[src/design/ntpc_pkg.sv]
// Shared types and constants for the SNTP response check and offset block.
// No dependencies; used by every other file of the block.
package ntpc_pkg;

    localparam logic [1:0] OP_SENT     = 2'd0;
    localparam logic [1:0] OP_RESPONSE = 2'd1;

    localparam logic [1:0] ST_SUCCESS = 2'd0;
    localparam logic [1:0] ST_RETRY   = 2'd1;
    localparam logic [1:0] ST_GIVE_UP = 2'd2;

    localparam logic [3:0] FC_NONE     = 4'd0;
    localparam logic [3:0] FC_SOURCE   = 4'd1;
    localparam logic [3:0] FC_PORT     = 4'd2;
    localparam logic [3:0] FC_LENGTH   = 4'd3;
    localparam logic [3:0] FC_MODE     = 4'd4;
    localparam logic [3:0] FC_STRATUM  = 4'd5;
    localparam logic [3:0] FC_UNSYNCED = 4'd6;
    localparam logic [3:0] FC_RTT      = 4'd7;
    localparam logic [3:0] FC_TIMEOUT  = 4'd8;

    localparam logic [1:0] CFG_ERA      = 2'd0;
    localparam logic [1:0] CFG_MAX_RTT  = 2'd1;
    localparam logic [1:0] CFG_MAX_ATT  = 2'd2;
    localparam logic [1:0] CFG_PORT     = 2'd3;

    localparam logic [33:0] NTP_DELTA_SEC = 34'd2208988800;
    localparam logic [33:0] ERA_SPAN      = 34'h1_0000_0000;
    localparam logic [63:0] NS_PER_S      = 64'd1000000000;
    localparam logic [63:0] NS_PER_MSEC   = 64'd1000000;
    localparam logic [15:0] MSG_BYTES     = 16'd48;
    localparam logic [2:0]  MODE_SERVER   = 3'd4;
    localparam logic [1:0]  LEAP_UNSYNCED = 2'd3;
    localparam logic [7:0]  STRATUM_LIMIT = 8'd16;

    // Bias that keeps the dividend non-negative: 2^33 seconds worth of ns.
    localparam int unsigned DIV_BITS    = 34;
    localparam logic [63:0] DIV_BIAS    = 64'd8589934592000000000;
    localparam logic [34:0] SEC_BIAS    = 35'h2_0000_0000;

    typedef struct packed {
        logic        era;
        logic [15:0] max_rtt_ms;
        logic [7:0]  max_attempts;
        logic [15:0] server_port;
    } t_cfg;

    typedef struct packed {
        logic [3:0]  cause;
        logic [63:0] rtt;
    } t_carry;

endpackage

[src/design/ntpc_div.sv]
// Division of the biased offset by one billion through reciprocal multiplication,
// three pipeline stages. Depends on ntpc_pkg.
module ntpc_div (
    input  logic                                i_clk,
    input  logic                                i_rst_n,
    input  logic                                i_en,
    input  logic                                i_valid,
    input  logic [63:0]                         i_dividend,
    input  ntpc_pkg::t_carry                    i_carry,
    output logic                                o_valid,
    output logic [ntpc_pkg::DIV_BITS-1:0]       o_quotient,
    output logic [29:0]                         o_remainder,
    output ntpc_pkg::t_carry                    o_carry
);

    // 1e9 = 2^9 * 1953125. The dividend shifted right by 9 is below 2^55, so
    // ceil(2^76 / 1953125) as multiplier and a shift by 76 give the exact quotient.
    localparam logic [55:0] RECIP = 56'(((128'd1 << 76) + 128'd1953124) / 128'd1953125);

    logic [54:0]  xs;
    logic [27:0]  a0;
    logic [26:0]  a1;
    logic [111:0] n_prod;
    logic [63:0]  n_rem;

    // stage 1: partial products
    logic             r_valid1;
    logic [55:0]      r_p00;
    logic [55:0]      r_p01;
    logic [55:0]      r_p10;
    logic [55:0]      r_p11;
    logic [63:0]      r_x1;
    ntpc_pkg::t_carry r_carry1;

    // stage 2: quotient
    logic                          r_valid2;
    logic [ntpc_pkg::DIV_BITS-1:0] r_q2;
    logic [63:0]                   r_x2;
    ntpc_pkg::t_carry              r_carry2;

    // stage 3: remainder
    logic                          r_valid3;
    logic [ntpc_pkg::DIV_BITS-1:0] r_q3;
    logic [29:0]                   r_r3;
    ntpc_pkg::t_carry              r_carry3;

    assign xs = i_dividend[63:9];
    assign a0 = xs[27:0];
    assign a1 = xs[54:28];

    always_comb begin
        n_prod = {r_p11, 56'd0} + {28'd0, r_p01, 28'd0} + {28'd0, r_p10, 28'd0}
                 + {56'd0, r_p00};
        n_rem  = r_x2 - 64'(r_q2) * ntpc_pkg::NS_PER_S;
    end

    always_ff @(posedge i_clk) begin
        if (!i_rst_n) begin
            r_valid1 <= 1'b0;
            r_valid2 <= 1'b0;
            r_valid3 <= 1'b0;
        end else if (i_en) begin
            r_valid1 <= i_valid;
            r_valid2 <= r_valid1;
            r_valid3 <= r_valid2;
        end
    end

    always_ff @(posedge i_clk) begin
        if (i_en) begin
            r_p00    <= {28'd0, a0} * {28'd0, RECIP[27:0]};
            r_p01    <= {28'd0, a0} * {28'd0, RECIP[55:28]};
            r_p10    <= {29'd0, a1} * {28'd0, RECIP[27:0]};
            r_p11    <= {29'd0, a1} * {28'd0, RECIP[55:28]};
            r_x1     <= i_dividend;
            r_carry1 <= i_carry;

            r_q2     <= n_prod[76 +: ntpc_pkg::DIV_BITS];
            r_x2     <= r_x1;
            r_carry2 <= r_carry1;

            r_q3     <= r_q2;
            r_r3     <= n_rem[29:0];
            r_carry3 <= r_carry2;
        end
    end

    assign o_valid     = r_valid3;
    assign o_quotient  = r_q3;
    assign o_remainder = r_r3;
    assign o_carry     = r_carry3;

endmodule
[config.mk]
export PLATFORM = sky130hd
export DESIGN_NAME = ntpc_div
export DESIGN_NICKNAME = d
export VERILOG_FILES = /design/src/design/ntpc_pkg.sv /design/src/design/ntpc_div.sv
export SDC_FILE = /design/constraint.sdc
export NUM_CORES = 2
export LEC_CHECK = 0
export CAP_MARGIN = 20
export CELL_PAD_IN_SITES_DETAIL_PLACEMENT = 1
export CELL_PAD_IN_SITES_GLOBAL_PLACEMENT = 2
export CORE_MARGIN = 4
export CORE_UTILIZATION = 40
export CTS_BUF_LIST = sky130_fd_sc_hd__clkbuf_8
export CTS_CLUSTER_SIZE = 16
export DETAILED_ROUTE_END_ITERATION = 10
export DONT_BUFFER_PORTS = 1
export PLACE_DENSITY = 0.71
export SYNTH_ARGS = -nofsm -noshare
export SYNTH_HDL_FRONTEND = slang
export SYNTH_SLANG_ARGS = --single-unit
[constraint.sdc]
create_clock -name i_clk -period 10.9 [get_ports i_clk]
set_input_delay 1.635 -clock i_clk [delete_from_list [all_inputs] [get_ports i_clk]]
set_output_delay 1.635 -clock i_clk [all_outputs]
set_load 0.1 [all_outputs]
# [After elaboration in Yosys (flattened, before gate mapping)]
# Cells that the tools add are included.
# Widths: inputs -> output; s select.
[classes] n_addsub=4 n_mul=5 div_mod_pow=0 magnitude_cmp=0 eq_ne=0 shifts=0 muxes=0 n_bitwise=0 n_reduce_logical=0
[op_table] cell="$add 110x53->110" n=1
[op_table] cell="$add 110x80->110" n=1
[op_table] cell="$add 110x84->110" n=1
[op_table] cell="$mul 28x26->54 const B" n=1
[op_table] cell="$mul 27x26->52 const B" n=1
[op_table] cell="$mul 28x24->52 const B" n=1
[op_table] cell="$mul 27x24->51 const B" n=1
[op_table] cell="$mul 34x21->21 const B" n=1
[op_table] cell="$sub 30x30->30" n=1
[word_totals] register_bits=574 latchBits=0 mem_bits_rw=0 romBits=0 in_bits=136 output_inout_bits=133 wordCells=27 n_memories=0

# [Logic depth before layout (Yosys ltp)]
[depth] word_depth=3 mapped_depth=32 depth_no_buf=32

# [Worst setup path before layout]
# OpenSTA, ideal clock, no wires.
[synth_path] path_kind="input -> register" from="input i_dividend[62]" to="register r_p10[51], data pin" setup_ns=0.259 arrival_time_ns=8.182 t_required_ns=10.641 setup_slack_ns=2.458 path_stages=32 n_path_buf=0 cell_sequence="inv_1 > ha_1 > inv_1 > ha_1 > fa_1 > inv_1 > fa_1 > inv_1 > fa_1 > fa_1 > inv_1 > fa_1 > inv_1 > ha_1 > a211oi_1 > o21bai_1 > a21o_1 > a211oi_1 > o31a_1 > o21ai_1 > a21oi_2 > o21ai_1 > a31oi_1 > o21bai_1 > a21o_1 > a21o_1 > a21oi_1 > o21bai_1 > a21oi_1 > o21ai_1 > a21oi_1 > xnor2_1"
[synth_via] elab_chain_cells=1
[synth_rtl] item="start: declaration" line_no="ntpc_div.sv:8" rtl="input logic [63:0] i_dividend,"
[synth_rtl] item="$mul 27x24->51" line_no="ntpc_div.sv:73" rtl="r_p10 <= {29'd0, a1} * {28'd0, RECIP[27:0]};"
[synth_rtl] item="end signal: assignment" line_no="ntpc_div.sv:73"
[synth_rtl] item="end: declaration" line_no="ntpc_div.sv:30" rtl="logic [55:0] r_p10;"
# No other way between the ends.
# A chain may end at the register's enable or synchronous reset.

# [Worst setup path in the final report]
[layout_path] from="input i_dividend[25]" to="register r_p00[52], data pin"
[layout_via] elab_chain_cells=1
[layout_rtl] item="$mul 28x24->52" line_no="ntpc_div.sv:71" rtl="r_p00 <= {28'd0, a0} * {28'd0, RECIP[27:0]};"
[layout_rtl] item="end signal: assignment" line_no="ntpc_div.sv:71"
[layout_rtl] item="end: declaration" line_no="ntpc_div.sv:28" rtl="logic [55:0] r_p00;"
# No other way between the ends.

==> run summary <==
Overflow after GRT: 0
Resized Gates After CTS: 0
GRT Total Usage: 23.9%
Htree depth: 3
Hold Vio Cnt, Final: 0
PortBufs: 0
Share of cells above drive strength 1: 2.83%
Seq/Total Area, Yosys: 24.1%
Hold Crit Class: reg -> reg
Core Area: 0.167 sq mm
Commonest cells after routing, fill and taps aside: inv_1, ha_1, fa_1
Startpoint type of the worst setup path: input pin
CTS tree: done
Worst Tran Pin Value: 1.79 ns
Vias in the first global route: 46.3k
Hold Slack: 0.383 ns
Nets@finish: 8242
Die width: 419 um
Register bit total from synthesis: 543
Initial antenna violation count: 10
Detail Placement HPWL: 176000 um
Drt drc: 0
Chip Height: 419 um
Via count: 40.6k
Final ANT Viol Nets: 0
Synth Instances: 5679
CP max stage delay: 0.53 ns
Initial detailed-routing violation count: 2344
Final worst path period share: 77.6%
Minimum clock period: 8.46 ns
Clk slew on worst S/H paths: 0.06 ns
Mapped cell area: 0.0675 sq mm
Max Slew Vio Count: 181
Unique masters post-synth: 75
Status: complete, but fails checks
Setup_tns: 0 ns
Clk_lat worst skew: 0.84 ns
Post-synth EDFFs: 540
Arr. time, crit path: 9.05 ns
Hold buffer count at cts: 0
Failing checks: max-slew violations
Mean area per synthesized cell: 11.9 sq um
Max Fanout on Critical Path: 14
Largest net degree at the start of global routing: 544
Clock skew: 0.0911 ns
Crit. End Element: flip-flop
Slew HR: -19.1%
Row count: 150
Commonest non-fill, non-tap cell in the layout: inv_1
CTS Root Cell: clkbuf_8
Initial core utilization: 40.3%
Worst EP required: 11.49 ns
Post-CTS Setup Bufs: 0
First-pass GRT wire length: 304000 um
GPL Wtd Cong: 0.930
CTS buffer count: 97
Crit path buf inv count: 6
Synth warnings: 0
Max Fclk: 118 MHz
Most Frequent Cell on Critical Path: inv_1
CTS max path bufs: 3
Num ports: 269
RSZ-0062 raised after global routing: no
P&R area growth vs syn: 7.10%
Post-synth ARST share: 0%
Routed WL: 203000 um
CP max-delay cell: fa_1
Drt wl/cell: 25.2 um
Syn nets: 8144
Most common flop cell mapped by yosys: edfxtp_1
TritonRoute pass-1 iters: 5
Setup CP Type: in -> reg
Cell family with most CP delay: adder cells
# fillers: 17.9k
Final setup violation count: 0
Vias per cell: 5.04
Clock sink count: 543
Maximum capacitance violations: 0
Die ar.: 0.175 sq mm
[worst register-to-register path, cell delays in order (launching register included)]
cell and delay (ns):
edfxtp_1 0.67, ha_1 0.36, ha_1 0.28, ha_1 0.30, ha_1 0.31, ha_1 0.32
fa_1 0.53, inv_1 0.05, fa_1 0.52, inv_1 0.04, ha_1 0.32, nor2b_1 0.15
o21ai_0 0.22, nand2b_1 0.09, a21oi_1 0.23, nor2b_1 0.08, o21a_1 0.17, o21ai_0 0.22
nand2b_1 0.09, a21o_1 0.22, a21o_1 0.19, a21oi_1 0.17, xor2_1 0.21, ha_1 0.30
or2_2 0.30, a21oi_1 0.15, a21oi_1 0.07, xnor2_1 0.14
[through the flow]
| step | util [%] | cell area, sq um | setup WS (ns) | cells |
|---|---|---|---|---|
| 4_1_cts | 43.1 | 72200 | 2.53 | 8061 |
| 6_report | 43.2 | 72200 | 2.44 | 8065 |
| 2_1_floorplan | - | 67500 | 2.46 | 5679 |
| 3_5_place_dp | 42.0 | 70200 | 1.59 | 7882 |
| 3_3_place_gp | 41.9 | 70200 | 1.74 | 7881 |
| 5_1_grt | 43.2 | 72200 | 2.02 | 8063 |
[logic make-up (layout without fill, tap and decap cells)]
kind of cell	after synthesis	count (layout)	share of synthesized area (%)
AO/OA/AOI/OAI	595	595	5.60
XOR/XNOR	243	243	3.15
adder cells (fa/ha/maj)	2329	2329	55.4
buffers and inverters	1554	1732	8.65
flip-flops	543	543	24.1
multiplexers	3	3	0.0445
other	0	4	0
AND/OR/NAND/NOR	412	412	3.04
[cell type report]
class / count / area, sq um / share of cell area (%)
Antenna cell: 4 / 10.0 / 0.0139
Inverter: 1547 / 5810 / 8.04
Clock inverter: 82 / 663 / 0.918
Timing Repair Buffer: 6 / 48.8 / 0.0675
Sequential cell: 543 / 16300 / 22.5
Clock buffer: 97 / 1340 / 1.85
Multi-Input combinational cell: 3582 / 45300 / 62.8
Tap cell: 2204 / 2760 / 3.82
[synth_stat cells, drive strengths merged (4+ instances only)]
| library cell | instances | area share [%] |
|---|---|---|
| nor2 | 104 | 0.58 |
| a21oi | 211 | 1.6 |
| a21boi | 8 | 0.089 |
| xnor2 | 173 | 2.2 |
| a2111oi | 6 | 0.11 |
| and2 | 5 | 0.046 |
| o21bai | 29 | 0.32 |
| o21a | 34 | 0.38 |
| nor2b | 39 | 0.36 |
| o211ai | 8 | 0.089 |
| a211oi | 19 | 0.21 |
| nor3 | 23 | 0.18 |
| a21o | 110 | 1.2 |
| and4 | 5 | 0.065 |
| fa | 1095 | 32 |
| nand4 | 26 | 0.24 |
| a31oi | 20 | 0.19 |
| nand2b | 37 | 0.35 |
| inv | 1547 | 8.6 |
| edfxtp | 540 | 24 |
| nor4 | 6 | 0.056 |
| nand3 | 47 | 0.36 |
| o22a | 4 | 0.052 |
| xor2 | 70 | 0.91 |
| o31ai | 7 | 0.093 |
| clkbuf | 7 | 0.039 |
| o21ai | 107 | 0.80 |
| or3 | 5 | 0.046 |
| ha | 1234 | 23 |
| nand2 | 89 | 0.50 |
| and3 | 15 | 0.14 |
[registers in the layout, indices dropped and copies added (netlist names)]
| name | cells |
|---|---|
| r_p11 | 52 |
| r_p10 | 50 |
| r_x2 | 30 |
| o_valid | 1 |
| r_p00 | 24 |
| r_carry2 | 68 |
| r_p01 | 52 |
| o_quotient | 34 |
| r_valid1 | 1 |
| o_remainder | 30 |
| r_valid2 | 1 |
| r_carry1 | 68 |
| r_x1 | 30 |
| r_q2 | 34 |
| o_carry | 68 |
[path summary, 6_finish.rpt]
| check | from | endpoint | slack (ns) | cells past startpoint |
|---|---|---|---|---|
| hold / removal | r_x1[5]$_DFFE_PP_ | r_x2[5]$_DFFE_PP_ | 0.38 | 0 |
| setup reg to reg | r_q2[0]$_DFFE_PP_ | o_remainder[29]$_DFFE_PP_ | 3.92 | 27 |
| setup / recovery | i_dividend[25] | r_p00[52]$_DFFE_PP_ | 2.44 | 31 |
| hold reg to reg | r_x1[5]$_DFFE_PP_ | r_x2[5]$_DFFE_PP_ | 0.38 | 0 |
[layer usage]
metal	GRT usage [%]	wire, um	vias to the layer above
met1	33.6	94000	21200
met5	0	42	-
li1	-	-	18500
met4	3.61	2450	6
met3	4.74	11300	133
met2	39.0	95500	777
Power is left out: the tool's default activity adds up to more than one toggle a clock period on the data nets, which glitch-free logic cannot reach.
